<file path="config.mk">
export PLATFORM = sky130hd
export DESIGN_NAME = rgb_to_hsv_pixel
export DESIGN_NICKNAME = d
export VERILOG_FILES = /design/src/sv/rgbhsv_pkg.sv /design/src/sv/rgb_to_hsv_pixel.sv
export SDC_FILE = /design/constraint.sdc
export NUM_CORES = 1
export LEC_CHECK = 0
export ABC_CLOCK_PERIOD_IN_PS = 10200
export CAP_MARGIN = 20
export CORE_ASPECT_RATIO = 1.1
export CORE_UTILIZATION = 45
export DETAILED_ROUTE_END_ITERATION = 16
export DONT_BUFFER_PORTS = 1
export GPL_TIMING_DRIVEN = 0
export PLACE_DENSITY = 0.6
export SYNTH_ARGS = -nofsm -noshare
export SYNTH_HDL_FRONTEND = slang
export SYNTH_SLANG_ARGS = --single-unit
export TNS_END_PERCENT = 30
</file>
<file path="constraint.sdc">
create_clock -name clk -period 10.2 [get_ports clk]
set_input_delay 2.04 -clock clk [delete_from_list [all_inputs] [get_ports clk]]
set_output_delay 2.04 -clock clk [all_outputs]
set_load 0.1 [all_outputs]
</file>
<file path="src/sv/rgbhsv_pkg.sv">
`default_nettype none

package rgbhsv_pkg;

  localparam int CHAN_W      = 8;
  localparam int DIFF_W      = CHAN_W + 1;
  localparam int SAT_DVD_W   = 2 * CHAN_W;
  localparam int M_W         = CHAN_W + 3;
  localparam int HUE_DVD_W   = M_W + 6;
  localparam int HUE_DIV_W   = CHAN_W + 1;
  localparam int DIV_STAGES  = CHAN_W;
  localparam int FRONT_STAGES = 3;
  localparam int NUM_STAGES  = FRONT_STAGES + DIV_STAGES;

  // hue byte = floor(m * 85 / (2 * delta)), m = hue * delta / 60
  localparam logic [HUE_DVD_W-1:0] HUE_MUL = HUE_DVD_W'(85);
  localparam logic [2:0] OFF_RED_WRAP = 3'd6;
  localparam logic [2:0] OFF_GREEN    = 3'd2;
  localparam logic [2:0] OFF_BLUE     = 3'd4;

  typedef enum logic [1:0] {
    SECT_RED   = 2'd0,
    SECT_GREEN = 2'd1,
    SECT_BLUE  = 2'd2
  } sect_t;

  typedef struct packed {
    logic [CHAN_W-1:0]        mx;
    logic [CHAN_W-1:0]        delta;
    logic signed [DIFF_W-1:0] diff;
    sect_t                    sect;
  } s1_t;

  typedef struct packed {
    logic [CHAN_W-1:0]    mx;
    logic [CHAN_W-1:0]    delta;
    logic [SAT_DVD_W-1:0] sat_dvd;
    logic [M_W-1:0]       m;
  } s2_t;

  typedef struct packed {
    logic [CHAN_W-1:0]    mx;
    logic [CHAN_W-1:0]    delta;
    logic [SAT_DVD_W-1:0] sat_dvd;
    logic [HUE_DVD_W-1:0] hue_dvd;
  } s3_t;

  typedef struct packed {
    logic [CHAN_W-1:0]    value;
    logic                 zero;
    logic [SAT_DVD_W-1:0] rs;
    logic [HUE_DVD_W-1:0] rh;
    logic [CHAN_W-1:0]    ds;
    logic [HUE_DIV_W-1:0] dh;
    logic [CHAN_W-1:0]    qs;
    logic [CHAN_W-1:0]    qh;
  } div_t;

endpackage

`default_nettype wire

</file>
<file path="src/sv/rgb_to_hsv_pixel.sv">
// channel | direction | handshake            | fields
// input   | in        | in_valid / in_stall  | red, green, blue
// output  | out       | out_valid / out_stall| value_out, saturation_out, hue_out
//
// one pixel per clock when the output is not stalled
// three front stages (max/min, sector offset, hue scale) then an eight-stage
// restoring divide, one quotient bit per stage for saturation and hue
// reset clears only the stage valid bits
// a stage holds while it and every stage after it are full and out_stall is high; empty stages fill
`default_nettype none

module rgb_to_hsv_pixel import rgbhsv_pkg::*; (
  input  wire logic              clk,
  input  wire logic              rst,
  input  wire logic              in_valid,
  output logic                   in_stall,
  input  wire logic [CHAN_W-1:0] red,
  input  wire logic [CHAN_W-1:0] green,
  input  wire logic [CHAN_W-1:0] blue,
  output logic                   out_valid,
  input  wire logic              out_stall,
  output logic [CHAN_W-1:0]      value_out,
  output logic [CHAN_W-1:0]      saturation_out,
  output logic [CHAN_W-1:0]      hue_out
);

  logic [NUM_STAGES-1:0] vld;
  logic [NUM_STAGES-1:0] adv;

  s1_t  s1, s1_next;
  s2_t  s2, s2_next;
  s3_t  s3;
  div_t dfeed;
  div_t dr [DIV_STAGES];
  div_t dn [DIV_STAGES];

  logic [CHAN_W-1:0] mx_c, mn_c;
  logic [2:0]        off;
  logic [M_W-1:0]    offd;
  logic signed [M_W+1:0] m_wide;

  // stall chain
  assign adv[NUM_STAGES-1] = !vld[NUM_STAGES-1] || !out_stall;
  for (genvar k = 0; k < NUM_STAGES - 1; k++) begin : g_adv
    assign adv[k] = !vld[k] || adv[k+1];
  end
  assign in_stall = !adv[0];

  always_ff @(posedge clk) begin
    if (rst) begin
      vld <= '0;
    end else begin
      if (adv[0]) begin
        vld[0] <= in_valid;
      end
      for (int k = 1; k < NUM_STAGES; k++) begin
        if (adv[k]) begin
          vld[k] <= vld[k-1];
        end
      end
    end
  end

  // stage 1: max, min, sector, signed difference
  always_comb begin
    mx_c = red;
    mn_c = red;
    if (green > mx_c) mx_c = green;
    if (blue > mx_c)  mx_c = blue;
    if (green < mn_c) mn_c = green;
    if (blue < mn_c)  mn_c = blue;
    s1_next.mx    = mx_c;
    s1_next.delta = mx_c - mn_c;
    priority if (red == mx_c) begin
      s1_next.sect = SECT_RED;
      s1_next.diff = $signed({1'b0, green}) - $signed({1'b0, blue});
    end else if (green == mx_c) begin
      s1_next.sect = SECT_GREEN;
      s1_next.diff = $signed({1'b0, blue}) - $signed({1'b0, red});
    end else begin
      s1_next.sect = SECT_BLUE;
      s1_next.diff = $signed({1'b0, red}) - $signed({1'b0, green});
    end
  end

  always_ff @(posedge clk) begin
    if (adv[0]) begin
      s1 <= s1_next;
    end
  end

  // stage 2: sector offset, saturation dividend
  always_comb begin
    unique case (s1.sect)
      SECT_RED:   off = s1.diff[DIFF_W-1] ? OFF_RED_WRAP : 3'd0;
      SECT_GREEN: off = OFF_GREEN;
      SECT_BLUE:  off = OFF_BLUE;
      default:    off = 3'd0;
    endcase
    offd   = M_W'(off) * M_W'(s1.delta);
    m_wide = $signed({2'b00, offd}) + (M_W+2)'(s1.diff);
    s2_next.mx      = s1.mx;
    s2_next.delta   = s1.delta;
    s2_next.sat_dvd = {s1.delta, CHAN_W'(0)} - SAT_DVD_W'(s1.delta);
    s2_next.m       = m_wide[M_W-1:0];
  end

  always_ff @(posedge clk) begin
    if (adv[1]) begin
      s2 <= s2_next;
    end
  end

  // stage 3: hue dividend
  always_ff @(posedge clk) begin
    if (adv[2]) begin
      s3.mx      <= s2.mx;
      s3.delta   <= s2.delta;
      s3.sat_dvd <= s2.sat_dvd;
      s3.hue_dvd <= HUE_DVD_W'(s2.m) * HUE_MUL;
    end
  end

  always_comb begin
    dfeed.value = s3.mx;
    dfeed.zero  = (s3.delta == '0);
    dfeed.rs    = s3.sat_dvd;
    dfeed.rh    = s3.hue_dvd;
    dfeed.ds    = s3.mx;
    dfeed.dh    = {s3.delta, 1'b0};
    dfeed.qs    = '0;
    dfeed.qh    = '0;
  end

  // restoring divide, msb first
  for (genvar j = 0; j < DIV_STAGES; j++) begin : g_div
    localparam int Sh = DIV_STAGES - 1 - j;
    div_t src;
    logic [SAT_DVD_W-1:0] ts;
    logic [HUE_DVD_W-1:0] th;

    if (j == 0) begin : g_first
      assign src = dfeed;
    end else begin : g_rest
      assign src = dr[j-1];
    end

    assign ts = SAT_DVD_W'(src.ds) << Sh;
    assign th = HUE_DVD_W'(src.dh) << Sh;

    always_comb begin
      dn[j] = src;
      if (src.rs >= ts) begin
        dn[j].rs     = src.rs - ts;
        dn[j].qs[Sh] = 1'b1;
      end
      if (src.rh >= th) begin
        dn[j].rh     = src.rh - th;
        dn[j].qh[Sh] = 1'b1;
      end
    end

    always_ff @(posedge clk) begin
      if (adv[FRONT_STAGES + j]) begin
        dr[j] <= dn[j];
      end
    end
  end

  assign out_valid      = vld[NUM_STAGES-1];
  assign value_out      = dr[DIV_STAGES-1].value;
  assign saturation_out = dr[DIV_STAGES-1].zero ? '0 : dr[DIV_STAGES-1].qs;
  assign hue_out        = dr[DIV_STAGES-1].zero ? '0 : dr[DIV_STAGES-1].qh;

`ifndef SYNTHESIS
  a_accept_fills: assert property (@(posedge clk) disable iff (rst)
    in_valid && !in_stall |=> vld[0])
    else $error("accepted request did not enter stage one");

  a_empty_no_stall: assert property (@(posedge clk) disable iff (rst)
    !out_valid |-> !in_stall)
    else $error("input stalled with an empty output stage");

  a_black_zero: assert property (@(posedge clk) disable iff (rst)
    out_valid && value_out == '0 |-> saturation_out == '0 && hue_out == '0)
    else $error("black pixel gave nonzero saturation or hue");

  a_sat_needs_value: assert property (@(posedge clk) disable iff (rst)
    out_valid && saturation_out != '0 |-> value_out != '0 && hue_out <= 8'd254)
    else $error("saturation or hue out of range");

  a_reset_empty: assert property (@(posedge clk)
    $past(rst) |-> !out_valid)
    else $error("output valid right after reset");
`endif

endmodule

`default_nettype wire

</file>
==> impl_metrics.env, run 1 <==
export IMPL_status="complete, no violations"
export IMPL_critPathMaxFanout=18
export IMPL_synth_ff_type="edfxtp_1"
export IMPL_min_from="dr[0][90]"
export IMPL_synth_fp_nets=2690
export IMPL_die_w_um=244
export IMPL_cp_required_ps=8160
export IMPL_crit_start="out_stall"
export IMPL_area_sequential_um2=16500
export IMPL_power_density_nw_per_um2=377
export IMPL_maxSlewViolCount=0
export IMPL_ant_nets=0
export IMPL_ys_ff_latch=552
export IMPL_tns_ps=0
export IMPL_diodes=0
export IMPL_switching_power_mw=4.40
export IMPL_dpl_hpwl_um=39300
export IMPL_insertion_delay_ps=600
export IMPL_synth_adder_area_share=0.126
export IMPL_yosysSeqAreaShare=0.567
export IMPL_max_slew_worst_pin_slew_ps=1070
export IMPL_power_sequential_fraction=0.375
export IMPL_cts_sinks=552
export IMPL_cts_made_buffers=56
export IMPL_yosysUniqueCellTypes=72
export IMPL_rr_startpoint="s2[3]"
export IMPL_intPower_mw=7.77
export IMPL_ys_warnings_count=0
export IMPL_firstDrtPassIters=5
export IMPL_synth_area_mux_share=0.0163
export IMPL_detail_route_wl_per_cell_um=14.9
export IMPL_synth_compound_area_frac=0.0896
export IMPL_wl_um=49900
export IMPL_synth_common_cells="541 x edfxtp_1, 320 x inv_1, 227 x ha_1"
export IMPL_cts_root_buf="clkbuf_16"
export IMPL_hold_buffers=0
export IMPL_vias=17000
export IMPL_cts_tree="done"
export IMPL_grt_pass1_vias=17600
export IMPL_synth_area_leaders="edfxtp_1 56%, ha_1 9.8%, inv_1 4.1%"
export IMPL_h_tree_depth=2
export IMPL_share_comb_of_total_power=0.451
export IMPL_dieArea_um2=65500
export IMPL_grt_max_degree=61
export IMPL_path_clk_slew_ps=60
export IMPL_drv_cap=0
export IMPL_period_share=0.721
export IMPL_clock_power_share=0.175
export IMPL_fin_crit_ps=7350
export IMPL_crit_type="input port to output port"
export IMPL_power_leakage_nw=13.5
export IMPL_place_congestion=0.913
export IMPL_fillers=5473
export IMPL_synth_xor_area_frac=0.0537
export IMPL_synthCells=2397
export IMPL_sw_frac_of_total=0.362
export IMPL_layout_cells_non_filler=3353
export IMPL_track_usage=0.156
export IMPL_finalCoreUtilization=0.507
export IMPL_pre_cts_ws_ps=2280
export IMPL_cp_start_kind="input port"
export IMPL_core_um2=63700
export IMPL_max_freq_mhz=136
export IMPL_avgSynthCellArea_um2=12.1
export IMPL_multiInputGateArea_um2=11200
export IMPL_end_kind="output port"
export IMPL_numPlacedInstances=3248
export IMPL_yosysMostFrequentCell="edfxtp_1"
export IMPL_finalHoldViolations=0
export IMPL_drive_above_1_share=0.0665
export IMPL_synth_top_family_by_area="adder cells"
export IMPL_yosysTopAreaCellShare=0.560
export IMPL_io_buffers=0
export IMPL_start_util=0.456
export IMPL_rsz0062_at_grt="false"
export IMPL_cp_arrival_ps=5310
export IMPL_grt_pass1_wl_um=83300
export IMPL_synth_edf_count=541
export IMPL_cts_resized=0
export IMPL_fin_skew_ps=15.3
export IMPL_slew_headroom=0.284
export IMPL_viasPerCell=5.06
export IMPL_die_y_um=268
export IMPL_cts_setup_buffers=0
export IMPL_ir_worst_vdd_mv=0.245
export IMPL_yosys_area_share_simple=0.0993
export IMPL_ios=54
export IMPL_num_nets_final=2758
export IMPL_setup_viol=0
export IMPL_min_path_type="flip-flop to flip-flop"
export IMPL_num_rows=97
export IMPL_syn_cell_area_um2=29000
export IMPL_setup_ws_ps=2850
export IMPL_drc=0
export IMPL_areaGrowthSynthToFinish_pct=11.3
export IMPL_whs_ps=406
export IMPL_drtIter0Drc=643
export IMPL_ys_async_sr_fraction=0
export IMPL_antenna_found_initial=0
export IMPL_synth_top_area_cell="edfxtp_1"
export IMPL_grt_ovfl_total=0
export IMPL_clockBufferDepth=3
power by group through the flow:
stage | registers (mW) | clock network (mW) | logic [mW]
after floorplan | 4.39 | 0 | 4.47
after global placement | 4.58 | 0 | 5.32
after detailed placement | 4.62 | 0 | 5.49
after CTS | 4.57 | 2.19 | 5.54
after global routing | 4.68 | 2.27 | 6.33
final | 4.56 | 2.12 | 5.49
metal layers:
| layer | up-vias | GRT usage | share of wire |
|---|---|---|---|
| met1 | 8010 | 0.160 | 0.38 |
| met2 | 195 | 0.313 | 0.55 |
| met3 | 101 | 0.0255 | 0.030 |
| li1 | 8652 | - | - |
| met4 | 0 | 0.0590 | 0.032 |
| met5 | - | 0 | 0 |
critical path, cell delays in order:
cell and delay [ps]:
and3_1 280, inv_2 240, nor2_1 400, nand3_2 400, nor2_1 530, nand4_1 570, inv_1 840
worst paths after layout:
check | endpoint | slack [ps] | cells past startpoint
hold reg to reg | dr[0][165] | 410 | 0
setup / recovery | in_stall | 2850 | 7
hold / removal | dr[0][165] | 410 | 0
setup reg to reg | dfeed[49] | 5540 | 19
final cells by class:
class | count | area share
sequential | 552 | 0.510
multi-input combinational | 1484 | 0.347
clock buffer | 70 | 0.0476
inverter | 320 | 0.0372
tap | 841 | 0.0326
clock inverter | 35 | 0.0131
timing repair buffer | 10 | 0.00627
buffer | 41 | 0.00627
kinds of logic (layout without fill, tap and decap cells):
| family | count (synthesis) | count (layout) |
|---|---|---|
| AOI/OAI and AO/OA | 429 | 429 |
| xor gates and xnor gates | 178 | 178 |
| adders and majority gates | 269 | 269 |
| buffers and inverters | 361 | 476 |
| DFF | 552 | 552 |
| muxes | 42 | 42 |
| and+or+nand+nor | 566 | 566 |
placed cells by master, fill, tap and decap left out, types with 9 or more instances in the layout:
master,synthesis,layout
nor2_1,173,173
or4_1,13,13
clkbuf_16,0,59
nor2b_1,61,45
xnor2_1,115,115
a21oi_1,152,152
fa_1,38,38
a211oi_1,11,11
nand4_1,25,25
a21o_1,68,68
clkinv_2,0,11
nand2b_1,51,51
and2_1,22,22
nor4_1,23,23
o21bai_1,10,10
dfxtp_1,11,11
ha_1,227,227
nor3_1,34,34
clkbuf_1,28,37
edfxtp_1,541,541
xor2_1,63,63
mux2i_1,30,30
o21ai_0,124,124
a21boi_0,12,12
bufinv_16,0,9
inv_1,320,317
nand3_1,24,21
buf_4,11,11
nor2b_2,0,16
nand2_1,100,97
o31ai_1,13,13
per-stage QoR:
| stage | power, mW | cell area [um^2] |
|---|---|---|
| 4_1_cts | 12.3 | 32300 |
| 2_1_floorplan | 8.86 | 29000 |
| 3_5_place_dp | 10.1 | 30400 |
| 3_3_place_gp | 9.90 | 30100 |
| 5_1_grt | 13.3 | 32300 |
| 6_report | 12.2 | 32300 |
registers in the layout, indices dropped and copies added, names as in the netlist:
name,flops
vld,11
dr,424
s2,42
s1,27
dfeed,48
Power figures use the tool's default switching activity.
==> run 2, diff against run 1 <==
--- a/config.mk
+++ b/config.mk
@@ -5,7 +5,7 @@
 export SDC_FILE = /design/constraint.sdc
 export NUM_CORES = 1
 export LEC_CHECK = 0
-export ABC_CLOCK_PERIOD_IN_PS = 10200
+export ABC_CLOCK_PERIOD_IN_PS = 7200
 export CAP_MARGIN = 20
 export CORE_ASPECT_RATIO = 1.1
 export CORE_UTILIZATION = 45
==> constraint.sdc (replaced) <==
create_clock -name clk -period 7.2 [get_ports clk]
set_input_delay 1.44 -clock clk [delete_from_list [all_inputs] [get_ports clk]]
set_output_delay 1.44 -clock clk [all_outputs]
set_load 0.1 [all_outputs]
==> run 2 against run 1 <==
Net effect:
- worst hold slack got worse by 7.3 ps
- wire length increased by 1.1%
- clock power increased by 31%
==> impl_metrics.env, run 2 (synthesis results as in run 1) <==
export IMPL_path_clk_slew_ps=60
export IMPL_end_kind="flip-flop"
export IMPL_drc=0
export IMPL_h_tree_depth=2
export IMPL_cp_required_ps=7570
export IMPL_drv_cap=0
export IMPL_grt_ovfl_total=0
export IMPL_fin_skew_ps=40.3
export IMPL_power_density_nw_per_um2=531
export IMPL_antenna_found_initial=0
export IMPL_final_cell_mix="541 x edfxtp_1, 316 x inv_1, 227 x ha_1, 173 x nor2_1, 152 x a21oi_1"
export IMPL_ir_worst_vdd_mv=0.337
export IMPL_slew_headroom=0.283
export IMPL_areaGrowthSynthToFinish_pct=10.7
export IMPL_min_path_type="flip-flop to flip-flop"
export IMPL_grt_pass1_vias=17800
export IMPL_die_y_um=268
export IMPL_num_nets_final=2757
export IMPL_setup_viol=0
export IMPL_diodes=0
export IMPL_drtIter0Drc=719
export IMPL_die_w_um=244
export IMPL_cts_resized=0
export IMPL_cp_start_kind="input port"
export IMPL_grt_pass1_wl_um=83900
export IMPL_cp_arrival_ps=7190
export IMPL_insertion_delay_ps=620
export IMPL_tns_ps=0
export IMPL_status="complete, no violations"
export IMPL_cts_sinks=552
export IMPL_vias=17100
export IMPL_start_util=0.456
export IMPL_max_freq_mhz=147
export IMPL_period_share=0.947
export IMPL_fillers=5481
export IMPL_firstDrtPassIters=5
export IMPL_max_slew_worst_pin_slew_ps=1070
export IMPL_cts_tree="done"
export IMPL_top_register="dr"
export IMPL_maxSlewViolCount=0
export IMPL_num_rows=97
export IMPL_dieArea_um2=65500
export IMPL_rsz0062_at_grt="false"
export IMPL_critPathMaxFanout=10
export IMPL_ant_nets=0
export IMPL_viasPerCell=5.10
export IMPL_detail_route_wl_per_cell_um=15.0
export IMPL_largest_register_ffs=424
export IMPL_ios=54
export IMPL_place_congestion=0.913
export IMPL_drive_above_1_share=0.0641
export IMPL_io_buffers=0
export IMPL_grt_max_degree=61
export IMPL_power_leakage_nw=13.4
export IMPL_finalHoldViolations=0
export IMPL_track_usage=0.158
export IMPL_final_common_cell="edfxtp_1"
export IMPL_cts_made_buffers=56
export IMPL_cts_root_buf="clkbuf_16"
export IMPL_clockBufferDepth=3
export IMPL_cts_setup_buffers=0
export IMPL_hold_buffers=0
export IMPL_wl_um=50400
export IMPL_dpl_hpwl_um=39400
export IMPL_whs_ps=399
export IMPL_crit_type="input port to flip-flop"
export IMPL_fin_crit_ps=6810
export IMPL_core_um2=63700
-- run 2: changes by cell type in the layout (fill, tap and decap cells not counted), moves of 2 or more --
cell / change
bufinv_16: -5
clkbuf_16: -3
clkinv_1: +5
clkbuf_8: -2
clkinvlp_4: -2
clkinv_4: +3
-- run 2: path summary, 6_finish.rpt --
| check | start | end | slack (ps) | cells past startpoint |
|---|---|---|---|---|
| setup / recovery | green[6] | s1[5] | 390 | 19 |
| hold / removal | dr[0][163] | dr[0][238] | 400 | 0 |
| hold reg to reg | dr[0][163] | dr[0][238] | 400 | 0 |
| setup reg to reg | s2[1] | dfeed[49] | 2400 | 19 |
-- run 2: critical path, stage by stage --
cell	delay, ps
inv_1	30
ha_1	330
a21o_1	220
a221o_2	490
nor2_4	150
buf_4	210
mux2i_1	450
ha_1	310
and3_1	170
a221o_1	340
a21oi_1	470
o31ai_2	190
o221a_4	300
buf_4	210
mux2i_1	570
xnor2_1	210
nand4_1	180
nor4_4	430
mux2i_1	450
-- run 2: report_power, final --
| part | total, mW | internal (mW) | leakage, nW | switching [mW] |
|---|---|---|---|---|
| sequential | 6.47 | 5.69 | 5.69 | 0.780 |
| clock | 2.78 | 1.58 | 0.878 | 1.20 |
| combinational | 7.80 | 3.48 | 6.85 | 4.32 |
| total | 17.1 | 10.8 | 13.4 | 6.30 |
-- run 2: through the flow --
stage | instance area, um^2 | cells | power (mW) | utilization | setup slack [ps]
after floorplan | 29000 | 2397 | 12.5 | - | 65.6
after global placement | 30100 | 3238 | 14.0 | 0.472 | -1220
after detailed placement | 30300 | 3247 | 14.3 | 0.476 | -233
after CTS | 32100 | 3351 | 17.2 | 0.504 | 263
after global routing | 32100 | 3351 | 18.6 | 0.504 | 142
final | 32100 | 3351 | 17.1 | 0.504 | 385
-- run 2: routing by layer --
metal / GRT usage / share of wire
met5: 0 / 0
met4: 0.0691 / 0.039
met3: 0.0269 / 0.032
met2: 0.318 / 0.55
met1: 0.156 / 0.38
-- run 2: cell type report --
class | count | area, um^2 | share of cell area
flip-flops and latches | 552 | 16500 | 0.512
multi-input cells | 1484 | 11200 | 0.350
clock buffers | 66 | 1440 | 0.0448
inverters | 320 | 1200 | 0.0375
well taps | 841 | 1050 | 0.0327
clock inverters | 38 | 352 | 0.0109
plain buffers | 41 | 203 | 0.00631
repair buffers | 9 | 183 | 0.00568
